===== src/hw/rtl/cma_pkg.sv =====
// shared types and constants of the centered moving average block
package cma_pkg;

  localparam int MAX_WINDOW_DEF  = 15;
  localparam int SAMPLE_BITS_DEF = 12;

  // window register
  localparam int WIN_W = 4;
  localparam logic [WIN_W-1:0] WIN_RESET      = 4'd5;
  localparam logic [WIN_W-1:0] WIN_PASS_LIMIT = 4'd2;

  // half of a 4-bit window never needs more than three bits
  localparam int HALF_W = WIN_W - 1;

  // quotient bits resolved per divider cycle
  localparam int DIV_BITS = 4;

  localparam int QUEUE_DEPTH = 2;

  typedef struct packed {
    logic pass;
    logic last;
  } cma_flags_t;

  typedef struct packed {
    logic              clear;
    logic [HALF_W-1:0] half;
  } cma_ctrl_t;

  typedef enum logic [1:0] {
    ST_IDLE,
    ST_PREP,
    ST_DIV,
    ST_DONE
  } cma_state_e;

endpackage


===== src/hw/rtl/cma_front.sv =====
// front end: window register, request classification and queue push
module cma_front import cma_pkg::*; #(
  parameter int SAMPLE_BITS = SAMPLE_BITS_DEF,
  parameter int MAX_WINDOW  = MAX_WINDOW_DEF
) (
  input  logic                                       clk_i,
  input  logic                                       rst_ni,
  input  logic                                       cfg_we_i,
  input  logic [WIN_W-1:0]                           cfg_wdata_i,
  input  logic                                       in_valid_i,
  output logic                                       in_stall_o,
  input  logic [SAMPLE_BITS-1:0]                     sample_i,
  input  logic                                       in_last_i,
  input  logic                                       q_full_i,
  output logic                                       q_push_o,
  output logic [SAMPLE_BITS+$bits(cma_flags_t)-1:0]  q_data_o,
  output cma_ctrl_t                                  ctrl_o
);

  localparam int HALF_MAX = (MAX_WINDOW - 1) / 2;

  logic [WIN_W-1:0]  window_q, window_d;
  logic [HALF_W-1:0] half_raw;
  cma_flags_t        flags;

  assign window_d = cfg_we_i ? cfg_wdata_i : window_q;

  always_ff @(posedge clk_i or negedge rst_ni) begin
    if (!rst_ni) begin
      window_q <= WIN_RESET;
    end else begin
      window_q <= window_d;
    end
  end

  assign half_raw = window_q[WIN_W-1:1];

  always_comb begin
    ctrl_o.clear = cfg_we_i;
    // wide windows are clamped so the full span fits the history
    if (int'(half_raw) > HALF_MAX) begin
      ctrl_o.half = HALF_W'(HALF_MAX);
    end else begin
      ctrl_o.half = half_raw;
    end
  end

  always_comb begin
    flags.pass = (window_q < WIN_PASS_LIMIT);
    flags.last = in_last_i;
  end

  assign in_stall_o = q_full_i;
  assign q_push_o   = in_valid_i & ~q_full_i;
  assign q_data_o   = {flags, sample_i};

endmodule


===== src/hw/rtl/cma_queue.sv =====
// short request queue between front end and back end
module cma_queue import cma_pkg::*; #(
  parameter int WIDTH = 1
) (
  input  logic             clk_i,
  input  logic             rst_ni,
  input  logic             push_i,
  input  logic [WIDTH-1:0] data_i,
  output logic             full_o,
  input  logic             pop_i,
  output logic [WIDTH-1:0] data_o,
  output logic             empty_o
);

  localparam int PTR_W = $clog2(QUEUE_DEPTH);
  localparam int CNT_W = $clog2(QUEUE_DEPTH + 1);

  logic [WIDTH-1:0] slot_q [QUEUE_DEPTH];
  logic [PTR_W-1:0] wr_ptr_q, wr_ptr_d, rd_ptr_q, rd_ptr_d;
  logic [CNT_W-1:0] count_q, count_d;

  always_ff @(posedge clk_i) begin
    if (push_i) begin
      slot_q[wr_ptr_q] <= data_i;
    end
  end

  always_comb begin
    wr_ptr_d = wr_ptr_q;
    rd_ptr_d = rd_ptr_q;
    if (push_i) begin
      wr_ptr_d = (wr_ptr_q == PTR_W'(QUEUE_DEPTH - 1)) ? '0 : wr_ptr_q + 1'b1;
    end
    if (pop_i) begin
      rd_ptr_d = (rd_ptr_q == PTR_W'(QUEUE_DEPTH - 1)) ? '0 : rd_ptr_q + 1'b1;
    end
    case ({push_i, pop_i})
      2'b10:   count_d = count_q + 1'b1;
      2'b01:   count_d = count_q - 1'b1;
      default: count_d = count_q;
    endcase
  end

  always_ff @(posedge clk_i or negedge rst_ni) begin
    if (!rst_ni) begin
      wr_ptr_q <= '0;
      rd_ptr_q <= '0;
      count_q  <= '0;
    end else begin
      wr_ptr_q <= wr_ptr_d;
      rd_ptr_q <= rd_ptr_d;
      count_q  <= count_d;
    end
  end

  assign data_o  = slot_q[rd_ptr_q];
  assign full_o  = (count_q == CNT_W'(QUEUE_DEPTH));
  assign empty_o = (count_q == '0);

endmodule


===== src/hw/rtl/cma_back.sv =====
// back end: sample history, running window sum, divider and output register
module cma_back import cma_pkg::*; #(
  parameter int SAMPLE_BITS = SAMPLE_BITS_DEF,
  parameter int MAX_WINDOW  = MAX_WINDOW_DEF
) (
  input  logic                                       clk_i,
  input  logic                                       rst_ni,
  input  cma_ctrl_t                                  ctrl_i,
  input  logic                                       q_empty_i,
  input  logic [SAMPLE_BITS+$bits(cma_flags_t)-1:0]  q_data_i,
  output logic                                       q_pop_o,
  output logic                                       out_valid_o,
  input  logic                                       out_stall_i,
  output logic [SAMPLE_BITS-1:0]                     filtered_o,
  output logic                                       out_last_o
);

  localparam int CNT_W     = $clog2(MAX_WINDOW + 1);
  localparam int IDX_W     = $clog2(MAX_WINDOW);
  localparam int SUM_W     = SAMPLE_BITS + CNT_W;
  localparam int DIV_STEPS = (SAMPLE_BITS + DIV_BITS - 1) / DIV_BITS;
  localparam int QP        = DIV_STEPS * DIV_BITS;
  localparam int EXT_W     = QP + CNT_W;
  localparam int REM_W     = CNT_W + 1;
  localparam int STEP_W    = $clog2(DIV_STEPS);

  cma_state_e state_q, state_d;

  cma_flags_t             flags;
  logic [SAMPLE_BITS-1:0] sample;

  logic [SAMPLE_BITS-1:0] hist_q [MAX_WINDOW];
  logic [CNT_W-1:0]       rd_idx;
  logic [SAMPLE_BITS-1:0] hist_rd;

  logic [CNT_W-1:0] half_c, span, span_m1;
  logic [CNT_W-1:0] rc_q, rc_inc, pend_q, pend_inc;
  logic [SUM_W-1:0] sum_q, sum_inc;
  logic [SAMPLE_BITS-1:0] drop;

  logic [SUM_W-1:0] work_sum_q;
  logic [CNT_W-1:0] hi_q, d_q, d_dec, target;
  logic             flush_q, more, shrink;

  logic [EXT_W-1:0]  ext;
  logic [REM_W-1:0]  rem_q, rem_nx;
  logic [QP-1:0]     low_q, low_nx;
  logic [CNT_W-1:0]  den_q;
  logic [STEP_W-1:0] step_q;
  logic              div_last;

  logic out_valid_q, out_last_q, out_free;
  logic [SAMPLE_BITS-1:0] filtered_q;

  logic pop, take_filter, emit_now, out_load, step_flush;

  assign {flags, sample} = q_data_i;

  assign half_c  = CNT_W'(ctrl_i.half);
  assign span    = CNT_W'({half_c, 1'b1});
  assign span_m1 = CNT_W'({half_c, 1'b0});

  // single history read port: oldest in-span entry while idle, flush tap otherwise
  assign rd_idx  = (state_q == ST_IDLE) ? span_m1 : hi_q;
  assign hist_rd = hist_q[rd_idx[IDX_W-1:0]];

  assign rc_inc   = (rc_q < span) ? rc_q + 1'b1 : rc_q;
  assign pend_inc = (pend_q <= half_c) ? pend_q + 1'b1 : pend_q;
  assign drop     = (rc_q == span) ? hist_rd : '0;
  assign sum_inc  = sum_q + SUM_W'(sample) - SUM_W'(drop);

  assign out_free = ~out_valid_q | ~out_stall_i;
  assign more     = flush_q & (d_q != '0);
  assign d_dec    = d_q - 1'b1;
  assign target   = d_dec + half_c;
  assign shrink   = (hi_q > target);
  assign div_last = (step_q == STEP_W'(DIV_STEPS - 1));
  assign ext      = EXT_W'(work_sum_q);

  // fsm outputs
  always_comb begin
    pop         = (state_q == ST_IDLE) & ~q_empty_i & (~flags.pass | out_free);
    take_filter = pop & ~flags.pass;
    emit_now    = take_filter & (flags.last | (pend_inc > half_c));
    out_load    = (pop & flags.pass) | ((state_q == ST_DONE) & out_free);
    step_flush  = (state_q == ST_DONE) & out_free & more;
  end

  // fsm next state
  always_comb begin
    state_d = state_q;
    case (state_q)
      ST_IDLE: begin
        if (emit_now) begin
          state_d = ST_PREP;
        end
      end
      ST_PREP: state_d = ST_DIV;
      ST_DIV: begin
        if (div_last) begin
          state_d = ST_DONE;
        end
      end
      ST_DONE: begin
        if (out_free) begin
          state_d = more ? ST_PREP : ST_IDLE;
        end
      end
      default: state_d = ST_IDLE;
    endcase
  end

  always_ff @(posedge clk_i or negedge rst_ni) begin
    if (!rst_ni) begin
      state_q <= ST_IDLE;
    end else begin
      state_q <= state_d;
    end
  end

  // frame counters and running sum of the in-span history
  always_ff @(posedge clk_i or negedge rst_ni) begin
    if (!rst_ni) begin
      rc_q   <= '0;
      pend_q <= '0;
      sum_q  <= '0;
    end else if (ctrl_i.clear || (pop && (flags.pass || flags.last))) begin
      rc_q   <= '0;
      pend_q <= '0;
      sum_q  <= '0;
    end else if (take_filter) begin
      rc_q   <= rc_inc;
      sum_q  <= sum_inc;
      pend_q <= emit_now ? pend_inc - 1'b1 : pend_inc;
    end
  end

  always_ff @(posedge clk_i) begin
    if (take_filter) begin
      hist_q[0] <= sample;
      for (int k = 1; k < MAX_WINDOW; k++) begin
        hist_q[k] <= hist_q[k-1];
      end
    end
  end

  // result job: prefix sum, top tap and results still owed in a flush
  always_ff @(posedge clk_i) begin
    if (emit_now) begin
      work_sum_q <= sum_inc;
      hi_q       <= rc_inc - 1'b1;
      d_q        <= pend_inc - 1'b1;
      flush_q    <= flags.last;
    end else if (step_flush) begin
      d_q <= d_dec;
      // the window of the next newer result loses its oldest-side top tap
      if (shrink) begin
        hi_q       <= hi_q - 1'b1;
        work_sum_q <= work_sum_q - SUM_W'(hist_rd);
      end
    end
  end

  // restoring divider, quotient shifts in behind the dividend bits
  always_comb begin
    rem_nx = rem_q;
    low_nx = low_q;
    for (int i = 0; i < DIV_BITS; i++) begin
      rem_nx = {rem_nx[REM_W-2:0], low_nx[QP-1]};
      low_nx = {low_nx[QP-2:0], 1'b0};
      if (rem_nx >= REM_W'(den_q)) begin
        rem_nx    = rem_nx - REM_W'(den_q);
        low_nx[0] = 1'b1;
      end
    end
  end

  always_ff @(posedge clk_i) begin
    case (state_q)
      ST_PREP: begin
        // upper part is below the divisor since the mean fits a sample
        rem_q  <= REM_W'(ext[EXT_W-1:QP]);
        low_q  <= ext[QP-1:0];
        den_q  <= hi_q + 1'b1;
        step_q <= '0;
      end
      ST_DIV: begin
        rem_q  <= rem_nx;
        low_q  <= low_nx;
        step_q <= step_q + 1'b1;
      end
      default: begin
      end
    endcase
  end

  always_ff @(posedge clk_i or negedge rst_ni) begin
    if (!rst_ni) begin
      out_valid_q <= 1'b0;
    end else if (out_load) begin
      out_valid_q <= 1'b1;
    end else if (!out_stall_i) begin
      out_valid_q <= 1'b0;
    end
  end

  always_ff @(posedge clk_i) begin
    if (out_load) begin
      if (state_q == ST_DONE) begin
        filtered_q <= low_q[SAMPLE_BITS-1:0];
        out_last_q <= flush_q & (d_q == '0);
      end else begin
        filtered_q <= sample;
        out_last_q <= flags.last;
      end
    end
  end

  assign q_pop_o     = pop;
  assign out_valid_o = out_valid_q;
  assign filtered_o  = filtered_q;
  assign out_last_o  = out_last_q;

  a_pend_bound: assert property (@(posedge clk_i) disable iff (!rst_ni)
    pend_q <= half_c + 1'b1)
    else $error("owed result count above half span plus one");

  a_rc_bound: assert property (@(posedge clk_i) disable iff (!rst_ni)
    rc_q <= span)
    else $error("received count above window span");

  a_div_done: assert property (@(posedge clk_i) disable iff (!rst_ni)
    (state_q == ST_DIV) && div_last |=> state_q == ST_DONE)
    else $error("divider did not finish after its last step");

  a_flush_tap: assert property (@(posedge clk_i) disable iff (!rst_ni)
    (state_q != ST_IDLE) && flush_q |-> hi_q >= d_q)
    else $error("flush top tap fell below result offset");

endmodule


===== src/hw/rtl/centered_moving_average_frame.sv =====
// top level of the centered moving average filter over a sample frame
//
//   channel   direction  handshake               payload
//   in        request    in_valid_i/in_stall_o   sample_i, in_last_i
//   out       result     out_valid_o/out_stall_i filtered_o, out_last_o
//   cfg       write      cfg_we_i                cfg_wdata_i (window length)
//
// a request is taken into a two-entry queue; the back end handles a request that owes
// no result or passes through while idle, and a filtered result then goes through prep,
// a 4-bit-per-cycle divider and output load, which holds while the output stalls.
// a flush on the last sample gives its owed results one after another, each the same way.
// reset clears counters, the window length to 5 and the queue; history needs no clear.
// output stalls hold the result register; the queue keeps taking requests until full.
module centered_moving_average_frame import cma_pkg::*; #(
  parameter int MAX_WINDOW  = MAX_WINDOW_DEF,
  parameter int SAMPLE_BITS = SAMPLE_BITS_DEF
) (
  input  logic                   clk_i,
  input  logic                   rst_ni,
  input  logic                   cfg_we_i,
  input  logic [WIN_W-1:0]       cfg_wdata_i,
  input  logic                   in_valid_i,
  output logic                   in_stall_o,
  input  logic [SAMPLE_BITS-1:0] sample_i,
  input  logic                   in_last_i,
  output logic                   out_valid_o,
  input  logic                   out_stall_i,
  output logic [SAMPLE_BITS-1:0] filtered_o,
  output logic                   out_last_o
);

  localparam int ENTRY_W = SAMPLE_BITS + $bits(cma_flags_t);

  logic               q_push, q_pop, q_full, q_empty;
  logic [ENTRY_W-1:0] q_wdata, q_rdata;
  cma_ctrl_t          ctrl;

  cma_front #(
    .SAMPLE_BITS (SAMPLE_BITS),
    .MAX_WINDOW  (MAX_WINDOW)
  ) u_front (
    .clk_i       (clk_i),
    .rst_ni      (rst_ni),
    .cfg_we_i    (cfg_we_i),
    .cfg_wdata_i (cfg_wdata_i),
    .in_valid_i  (in_valid_i),
    .in_stall_o  (in_stall_o),
    .sample_i    (sample_i),
    .in_last_i   (in_last_i),
    .q_full_i    (q_full),
    .q_push_o    (q_push),
    .q_data_o    (q_wdata),
    .ctrl_o      (ctrl)
  );

  cma_queue #(
    .WIDTH (ENTRY_W)
  ) u_queue (
    .clk_i   (clk_i),
    .rst_ni  (rst_ni),
    .push_i  (q_push),
    .data_i  (q_wdata),
    .full_o  (q_full),
    .pop_i   (q_pop),
    .data_o  (q_rdata),
    .empty_o (q_empty)
  );

  cma_back #(
    .SAMPLE_BITS (SAMPLE_BITS),
    .MAX_WINDOW  (MAX_WINDOW)
  ) u_back (
    .clk_i       (clk_i),
    .rst_ni      (rst_ni),
    .ctrl_i      (ctrl),
    .q_empty_i   (q_empty),
    .q_data_i    (q_rdata),
    .q_pop_o     (q_pop),
    .out_valid_o (out_valid_o),
    .out_stall_i (out_stall_i),
    .filtered_o  (filtered_o),
    .out_last_o  (out_last_o)
  );

endmodule

===== config.mk =====
export PLATFORM = sky130hd
export DESIGN_NAME = centered_moving_average_frame
export DESIGN_NICKNAME = d
export VERILOG_FILES = /design/src/hw/rtl/cma_pkg.sv /design/src/hw/rtl/cma_front.sv /design/src/hw/rtl/cma_queue.sv /design/src/hw/rtl/cma_back.sv /design/src/hw/rtl/centered_moving_average_frame.sv
export SDC_FILE = /design/constraint.sdc
export NUM_CORES = 1
export LEC_CHECK = 0
export ABC_CLOCK_PERIOD_IN_PS = 12800
export BUFFER_PORTS_ARGS = -buffer_cell sky130_fd_sc_hd__buf_2
export CAP_MARGIN = 40
export CORE_UTILIZATION = 25
export CTS_BUF_LIST = sky130_fd_sc_hd__clkbuf_16
export CTS_CLUSTER_SIZE = 20
export DETAILED_ROUTE_END_ITERATION = 12
export HOLD_SLACK_MARGIN = 0.1
export PLACE_DENSITY_LB_ADDON = 0.05
export SLEW_MARGIN = 10
export SYNTH_ARGS = -nofsm -noshare
export SYNTH_HDL_FRONTEND = slang
export SYNTH_SLANG_ARGS = --single-unit

===== constraint.sdc =====
create_clock -name clk_i -period 12.8 [get_ports clk_i]
set_input_delay 1.92 -clock clk_i [delete_from_list [all_inputs] [get_ports clk_i]]
set_output_delay 1.92 -clock clk_i [all_outputs]
set_load 0.02 [all_outputs]

[Word-level counts from Yosys, hierarchy flattened]
Memory sizes are Yosys's and may differ from the RTL's.
Cells that the tools add are included.
Storage, ports and cells
  output and inout port bits: 15
  memories: 2
  input port bits: 22
  logic and storage cells: 141
  register bits after elaboration: 95
  ROM bits: 0
  bits in latches: 0
  memory bits (writable): 208
Cells by class
  eq/ne operators: 12
  shift-type cells: 0
  bitwise logic cells: 19
  reductions and logical operators: 14
  add/subtract/negate cells: 20
  muxes and demuxes: 46
  div/mod/pow operators: 0
  multiply operators: 0
  magnitude comparators: 9
Memory list
  u_back.hist_q: depth 15, width 12, read ports 15, clocked after memory_dff 0, wr ports 15, line cma_back.sv:32  | logic [SAMPLE_BITS-1:0] hist_q [MAX_WINDOW];
  u_queue.slot_q: depth 2, width 14, read ports 1, clocked after memory_dff 0, wr ports 1, line cma_queue.sv:18  | logic [WIDTH-1:0] slot_q [QUEUE_DEPTH];
Operators with widths (number)
  16-bit two-way mux: 5
  4-bit two-way mux: 17
  16-bit by 12-bit subtractor with 16-bit output: 2
  12-bit two-way mux: 2
  12-bit one-hot mux with 2 select lines: 1
  5-bit by 4-bit greater-or-equal comparator with 1-bit output: 4
  16-bit by 12-bit adder with 16-bit output: 1
  4-bit by 1-bit subtractor with 4-bit output (second input constant): 4
  4-bit subtractor: 4
  1-bit two-way mux: 14
  4-bit by 1-bit adder with 4-bit output (second input constant): 3
  1-bit AND: 10
  2-bit equality test (second input constant): 5
  2-bit nonzero test: 5
  2-bit by 1-bit != test with 1-bit output (second input constant): 4
  2-bit one-hot mux with 2 select lines: 2
  2-bit one-hot mux with 4 select lines: 1
  4-bit one-hot mux with 2 select lines: 1
  2-bit two-way mux: 3
  1-bit inverter: 5
  2-bit by 1-bit adder with 2-bit output (second input constant): 2
  4-bit by 3-bit adder with 4-bit output: 1
  2-bit by 1-bit equality test with 1-bit output (second input constant): 2
  4-bit equality test: 1
  15 further kinds: 21

[Logic depth before layout (Yosys ltp)]
Gate-level depths: netlist (run 1).
  depth after elaboration: 9
  depth in mapped cells: 33
  mapped depth without buffers: 32

[Cells and area by module]
A second synthesis (run 1) with hierarchy kept.
Unflattened totals
  cells, all modules: 1108
  area total of the unflattened synthesis: 15172.1 um2
By module, submodules not included
  cma_back: area an instance 13689.4 um2, times used 1, sequential area each 7882.6 um2, cells each 1025
  cma_queue: area an instance 1248.7 um2, times used 1, sequential area each 940.9 um2, cells each 60
  cma_front: area an instance 234.0 um2, times used 1, sequential area each 76.3 um2, cells each 23

[Worst setup path before layout (run 1)]
OpenSTA, ideal clock, no wires.
  path kind: flip-flop to flip-flop
  from: register u_back.den_q[1]
  to: register u_back.rem_q[0] (data pin)
  library setup time: 260 ps
  arrival time: 6387 ps
  required time: 12540 ps
  path slack: 6153 ps
  cell stages (with the launch flop): 34
  clock period less this slack: 6647 ps
  cells stage by stage: edfxtp_1 -> inv_1 -> ha_1 -> nor2b_1 -> o21a_1 -> o21a_4 -> nor2_1 -> nor2_1 -> a21oi_1 -> inv_1 -> ha_1 -> nor2b_1 -> o21a_1 -> o31ai_1 -> o311a_4 -> nor2_1 -> a21oi_1 -> ha_1 -> a21o_1 -> a21o_2 -> a21oi_1 -> or3b_1 -> buf_2 -> and2_4 -> a21oi_1 -> ha_1 -> o21ai_0 -> nand2b_1 -> a21o_1 -> a21oi_1 -> o221ai_1 -> a21oi_4 -> mux2i_1 -> mux2_4
On the way
  longest elaborated chain between the ends: 9
  elaborated cells on any way between the ends: 12
  those cells by class: add/sub: 3; order compare: 4; mux: 5
Ends and longest elaborated chain
  start: declaration: line cma_back.sv:48  | logic [CNT_W-1:0] den_q;
  start signal: assignment: line cma_back.sv:184  | den_q <= hi_q + 1'b1;
  4-bit subtractor / 5-bit by 4-bit greater-or-equal comparator with 1-bit output (equally long branches): line cma_back.sv:172, cma_back.sv:171
  4-bit two-way mux: line cma_back.sv:171  | if (rem_nx >= REM_W'(den_q)) begin
  4-bit subtractor / 5-bit by 4-bit greater-or-equal comparator with 1-bit output (equally long branches): line cma_back.sv:172, cma_back.sv:171
  4-bit two-way mux: line cma_back.sv:171
  4-bit subtractor / 5-bit by 4-bit greater-or-equal comparator with 1-bit output (equally long branches): line cma_back.sv:172, cma_back.sv:171
  4-bit two-way mux: line cma_back.sv:171
  5-bit by 4-bit greater-or-equal comparator with 1-bit output *: line cma_back.sv:171
  4-bit two-way mux *: line cma_back.sv:171
  4-bit one-hot mux with 2 select lines *: line cma_back.sv:179  | case (state_q)
  end signal: assignment: line cma_back.sv:182  | rem_q <= REM_W'(ext[EXT_W-1:QP]);
  end signal: assignment: line cma_back.sv:188  | rem_q <= rem_nx;
  end: declaration: line cma_back.sv:46  | logic [REM_W-1:0] rem_q, rem_nx;
Every way passes the cells marked *; elsewhere a longest branch is shown, timed or not.
A chain may end at the register's enable or synchronous reset.

[Worst setup path in the final report (run 1)]
Ends and elaborated chain as after synthesis.

==> results of run 1 <==
worst max-delay path, delay by kind of cell, from the launching register on:
family / cells / cell delay [ps]
compound gates: 16 / 3570
fa+ha+maj: 4 / 1200
buf+inv: 2 / 440
flops: 1 / 480
mux: 2 / 370
simple gates: 8 / 1520
sequential cells by signal, summed over array words and instances, names as in the netlist, 3 cells and up:
register           count
u_back.d_q             4
u_back.den_q           4
u_back.ext            16
u_back.filtered_o     12
u_back.hi_q            4
u_back.hist_q        180
u_back.low_q          12
u_back.pend_q          4
u_back.rc_q            4
u_back.rem_q           4
u_back.sum_q          16
u_front.window_q       3
u_queue.slot_q        28
final timing paths:
check                           cells after the start  slack (ps)                  from               endpoint
worst max-delay path                               32        4970       u_back.den_q[1]        u_back.rem_q[0]
worst max register to register                     32        4970       u_back.den_q[1]        u_back.rem_q[0]
max in group asynchronous                           2       10930                rst_ni        u_back.sum_q[1]
min in group asynchronous                           2        1460                rst_ni       u_back.sum_q[15]
worst min register to register                      0         430  u_back.hist_q[9][11]  u_back.hist_q[10][11]
worst min-delay path                                0         430  u_back.hist_q[9][11]  u_back.hist_q[10][11]
synth_stat cells, drive strengths merged, types with 3 or more instances:
library cell  instances  area (um^2)
edfxtp              268         8050
a21o                 15          114
o22ai                 6         37.5
mux2                 32          364
a22o                 13          114
o21ai                78          390
and2                  4         27.5
or3                   4         25.0
a21boi                3         22.5
and3                  3         20.0
a31oi                 5         31.3
mux4                 36          811
ha                   72          901
nor3                 10         55.1
nand2b               11         68.8
clkbuf               29          109
nand4                 8         50.1
o211ai                3         22.5
fa                   18          360
nand2                78          293
buf                   9         41.3
mux2i                37          370
inv                 100          375
xnor2                39          342
nor2                 50          188
o31ai                 5         37.5
nand3                 9         45.0
a21oi                50          262
xor2                 16          140
nor2b                12         75.1
o21bai                4         30.0
dfrtp                33          826
a211oi                4         30.0
o221ai                4         35.0
o21a                  6         52.6
per-stage QoR:
stage                     instances  worst slack (ps)
after detailed placement       1888              4890
final                          1960              4970
after global routing           1960              4320
after floorplan                1097              6150
after global placement         1882              4870
after CTS                      1960              4860
cell families (layout without fill, tap and decap cells):
logic type,after synthesis,in the layout,share of synthesized area
adders and majority gates,90,90,0.0845
and+or+nand+nor,198,198,0.0611
buffers and inverters,138,228,0.0352
DFF,302,302,0.596
AOI/OAI and AO/OA,209,209,0.0875
muxes,105,105,0.103
xor gates and xnor gates,55,55,0.0323
metal layers:
layer	GRT usage	up-vias	share of wire
li1	-	4190	-
met1	0.171	4342	0.48
met2	0.210	89	0.48
met3	0.0252	48	0.028
met4	0.0352	0	0.021
met5	0	-	0
cell type report:
| cell class | instances | area [um^2] | area share |
|---|---|---|---|
| Clock buffer | 40 | 1000 | 0.0572 |
| Clock inverter | 32 | 284 | 0.0162 |
| Inverter | 100 | 380 | 0.0217 |
| Multi-Input combinational cell | 657 | 5580 | 0.319 |
| Sequential cell | 302 | 8900 | 0.508 |
| Tap cell | 773 | 967 | 0.0552 |
| Timing Repair Buffer | 56 | 395 | 0.0226 |
==> results.toml, run 1 <==
[run_status]
status = "complete, no violations"

[routing]
drt-total-wl_mm = 37.5
via_count = 8669
dr.pass1.iters = 4
route.antenna.remaining_nets = 0
drtIter0Drc = 353
drc_errors = 0
viasPerCell = 4.42
wire_per_inst_um = 19.2

[sta]
drv_slew = 0
max-slew-margin-rel = 0.419
worstMarginPinSlew_ps = 863
holdWs_ps = 431
min_period_over_period = 0.612
grt_setup_unrepaired = "false"
max_freq_mhz = 128
final.min_clock_period_ps = 7830
finalSetupViolations = 0
finalHoldViolations = 0
skew_ps = 24.8
fin_setup_tns_ps = 0

[critical_path]
critPathMaxStageDelay_ps = 480
crit_arrival_ps = 8140
cp-start-kind = "flop"
worst-path-max-fanout = 8
path_class = "flop to flop"
crit_path_top_delay_cell = "edfxtp_1"
worstSetupEndpointType = "flop"
crit_required_ps = 13110
crit_top_cell = "a21oi_1"

[synth]
avgSynthCellArea_um2 = 13.6
ys_ff_latch = 302
synthCells = 1097
syn_nets = 1209
synth_area_mm2 = 0.0149
synth_edf_count = 268
synth_ff_type = "edfxtp_1"
seq_area_frac_synth = 0.596
synth_cell_types = 61
synth-warning-count = 0
async_flop_share = 0.113

[finish]
finalNetCount = 1268
fin_area_mm2 = 0.0175
syn_to_final_growth_pct = 17.3
num_antenna_cells = 0
drive_gt1_frac = 0.166
mostFrequentLayoutCells = "edfxtp_1, inv_1, o21ai_0, nand2_1, ha_1"
mostFrequentLayoutCell = "edfxtp_1"
final_core_util = 0.297
fillCellCount = 5982

[grt]
grt_pass1_wl_mm = 57.9
grt.overflow.total = 0
antenna_found_initial = 0
track_usage = 0.128
grt_pass1_vias = 9182
grt_start_max_net_pins = 71

[placement]
portBuffers = 35
gp_congestion = 0.740
placed_cell_area_mm2 = 0.0162
hpwl_mm = 25.5

[floorplanning]
rows = 89
die_x_um = 246
io_pins = 37
core-area_mm2 = 0.0590
dieArea_mm2 = 0.0607
dieHeight_um = 246
start_util = 0.253

[cts]
cts_hold_buf = 0
post_cts_buffers = 0
cts_resized = 0
htree_levels = 2
clkTransAtPathRegs_ps = 60
worstSkewPairLatency_ps = 560
cts_tree = "done"
clock-sinks = 302
root_buffer = "clkbuf_16"
clk_path_buf_depth = 3
cts_buffers = 39

[min_path]
worstHoldPathType = "flop to flop"

[job]
maxCapViolCount = 0
Power of run 1 is left out: the tool's default activity adds up to more than one toggle a clock period on the data nets, which glitch-free logic cannot reach.
==> inputs of run 2 (changes only) <==
--- a/config.mk
+++ b/config.mk
@@ -5,7 +5,7 @@
 export SDC_FILE = /design/constraint.sdc
 export NUM_CORES = 1
 export LEC_CHECK = 0
-export ABC_CLOCK_PERIOD_IN_PS = 12800
+export ABC_CLOCK_PERIOD_IN_PS = 6600
 export BUFFER_PORTS_ARGS = -buffer_cell sky130_fd_sc_hd__buf_2
 export CAP_MARGIN = 40
 export CORE_UTILIZATION = 25
==> constraint.sdc (replaced) <==
create_clock -name clk_i -period 6.6 [get_ports clk_i]
set_input_delay 0.99 -clock clk_i [delete_from_list [all_inputs] [get_ports clk_i]]
set_output_delay 0.99 -clock clk_i [all_outputs]
set_load 0.02 [all_outputs]
==> run 2 against run 1 <==
Design area grew 1.8%. Routed wire length is essentially flat. Clock skew shrank 2.5 ps. Non-clock buffer count grew 38. Critical path type unchanged. Highest routed layer unchanged.
==> results.toml, run 2 (same netlist as run 1, synthesis figures left out) <==
[critical_path]
worst-path-max-fanout = 4
worst-path-stages = 32
crit_path_top_delay_cell = "edfxtp_1"
path_class = "flop to flop"
cp_num_buf_inv = 4
critPathMaxStageDelay_ps = 400
cp-start-kind = "flop"
worstSetupEndpointType = "flop"
crit_arrival_ps = 6530
crit_required_ps = 6910
crit_top_cell = "ha_1"
crit_family = "compound AO/OA/AOI/OAI gates"
r2r_cells = 32

[sta]
drv_slew = 0
finalSetupViolations = 0
max-slew-margin-rel = 0.485
grt_setup_unrepaired = "false"
max_freq_mhz = 161
worstMarginPinSlew_ps = 772
holdWs_ps = 441
finalHoldViolations = 0
skew_ps = 22.3
fin_setup_tns_ps = 0
min_period_over_period = 0.942
final.min_clock_period_ps = 6220

[cts]
cts_tree = "done"
worstSkewPairLatency_ps = 570
clkTransAtPathRegs_ps = 60
cts_hold_buf = 0
cts_buffers = 39
root_buffer = "clkbuf_16"
htree_levels = 2
clk_path_buf_depth = 3
clock-sinks = 302

[finish]
finalNetCount = 1306
syn_to_final_growth_pct = 19.3
num_antenna_cells = 0
mostFrequentLayoutCells = "edfxtp_1, inv_1, o21ai_0, nand2_1, ha_1"
drive_gt1_frac = 0.192
fillCellCount = 6007
max_flop_register = "u_back.hist_q"
top_regs = "u_back.hist_q: 180 flops, u_queue.slot_q: 28 flops"
largest_reg_flops = 180
mostFrequentLayoutCell = "edfxtp_1"

[placement]
gp_congestion = 0.764
hpwl_mm = 25.8
portBuffers = 35

[floorplanning]
rows = 89
core-area_mm2 = 0.0590
start_util = 0.253
dieHeight_um = 246
io_pins = 37
dieArea_mm2 = 0.0607
die_x_um = 246

[routing]
dr.pass1.iters = 4
via_count = 8784
viasPerCell = 4.40
route.antenna.remaining_nets = 0
drt-total-wl_mm = 37.5
drtIter0Drc = 335
wire_per_inst_um = 18.8
drc_errors = 0

[run_status]
status = "complete, no violations"

[job]
maxCapViolCount = 0

[grt]
grt.overflow.total = 0
grt_start_max_net_pins = 92
grt_pass1_wl_mm = 58.0
track_usage = 0.128
grt_pass1_vias = 9313
antenna_found_initial = 0

[min_path]
min_path_cells = 0
worstHoldPathType = "flop to flop"
run 2: cell type report:
class                   count  area [um^2]  share of cell area
well taps                 773          967              0.0543
repair buffers             94          743              0.0417
clock buffers              39          976              0.0548
clock inverters            31          239              0.0134
inverters                 100          380              0.0213
multi-input cells         657         5610               0.315
flip-flops and latches    302         8900               0.500
run 2: per-stage QoR:
step | cells | worst slack [ps] | instance area [um^2] | util
global placement | 1920 | 119 | 16500 | 0.279
finish | 1996 | 380 | 17800 | 0.302
detailed placement | 1925 | 95.3 | 16600 | 0.281
CTS | 1995 | 67.5 | 17800 | 0.301
floorplan | 1097 | 71.4 | 14900 | -
global route | 1996 | 8.08 | 17800 | 0.302
run 2: repair_timing:
action                                  4_1_cts  5_1_grt
endpoints found under the setup margin        0        5
gates resized for setup                       0        6
buffers inserted                              0        0
run 2: worst paths after layout:
path | startpoint | to | slack [ps]
hold / removal | u_back.hist_q[6][10] | u_back.hist_q[7][10] | 440
hold reg to reg | u_back.hist_q[6][10] | u_back.hist_q[7][10] | 440
max in group asynchronous | rst_ni | u_back.sum_q[8] | 5690
setup / recovery | u_back.den_q[1] | u_back.rem_q[0] | 380
setup reg to reg | u_back.den_q[1] | u_back.rem_q[0] | 380
min in group asynchronous | rst_ni | u_front.window_q[1] | 520
run 2: routing by layer:
metal	GRT usage	up-vias	share of wire
met1	0.173	4386	0.48
li1	-	4262	-
met5	0	-	0
met3	0.0215	53	0.028
met4	0.0450	0	0.025
met2	0.205	83	0.46
Power of run 2 is left out for the same reason.
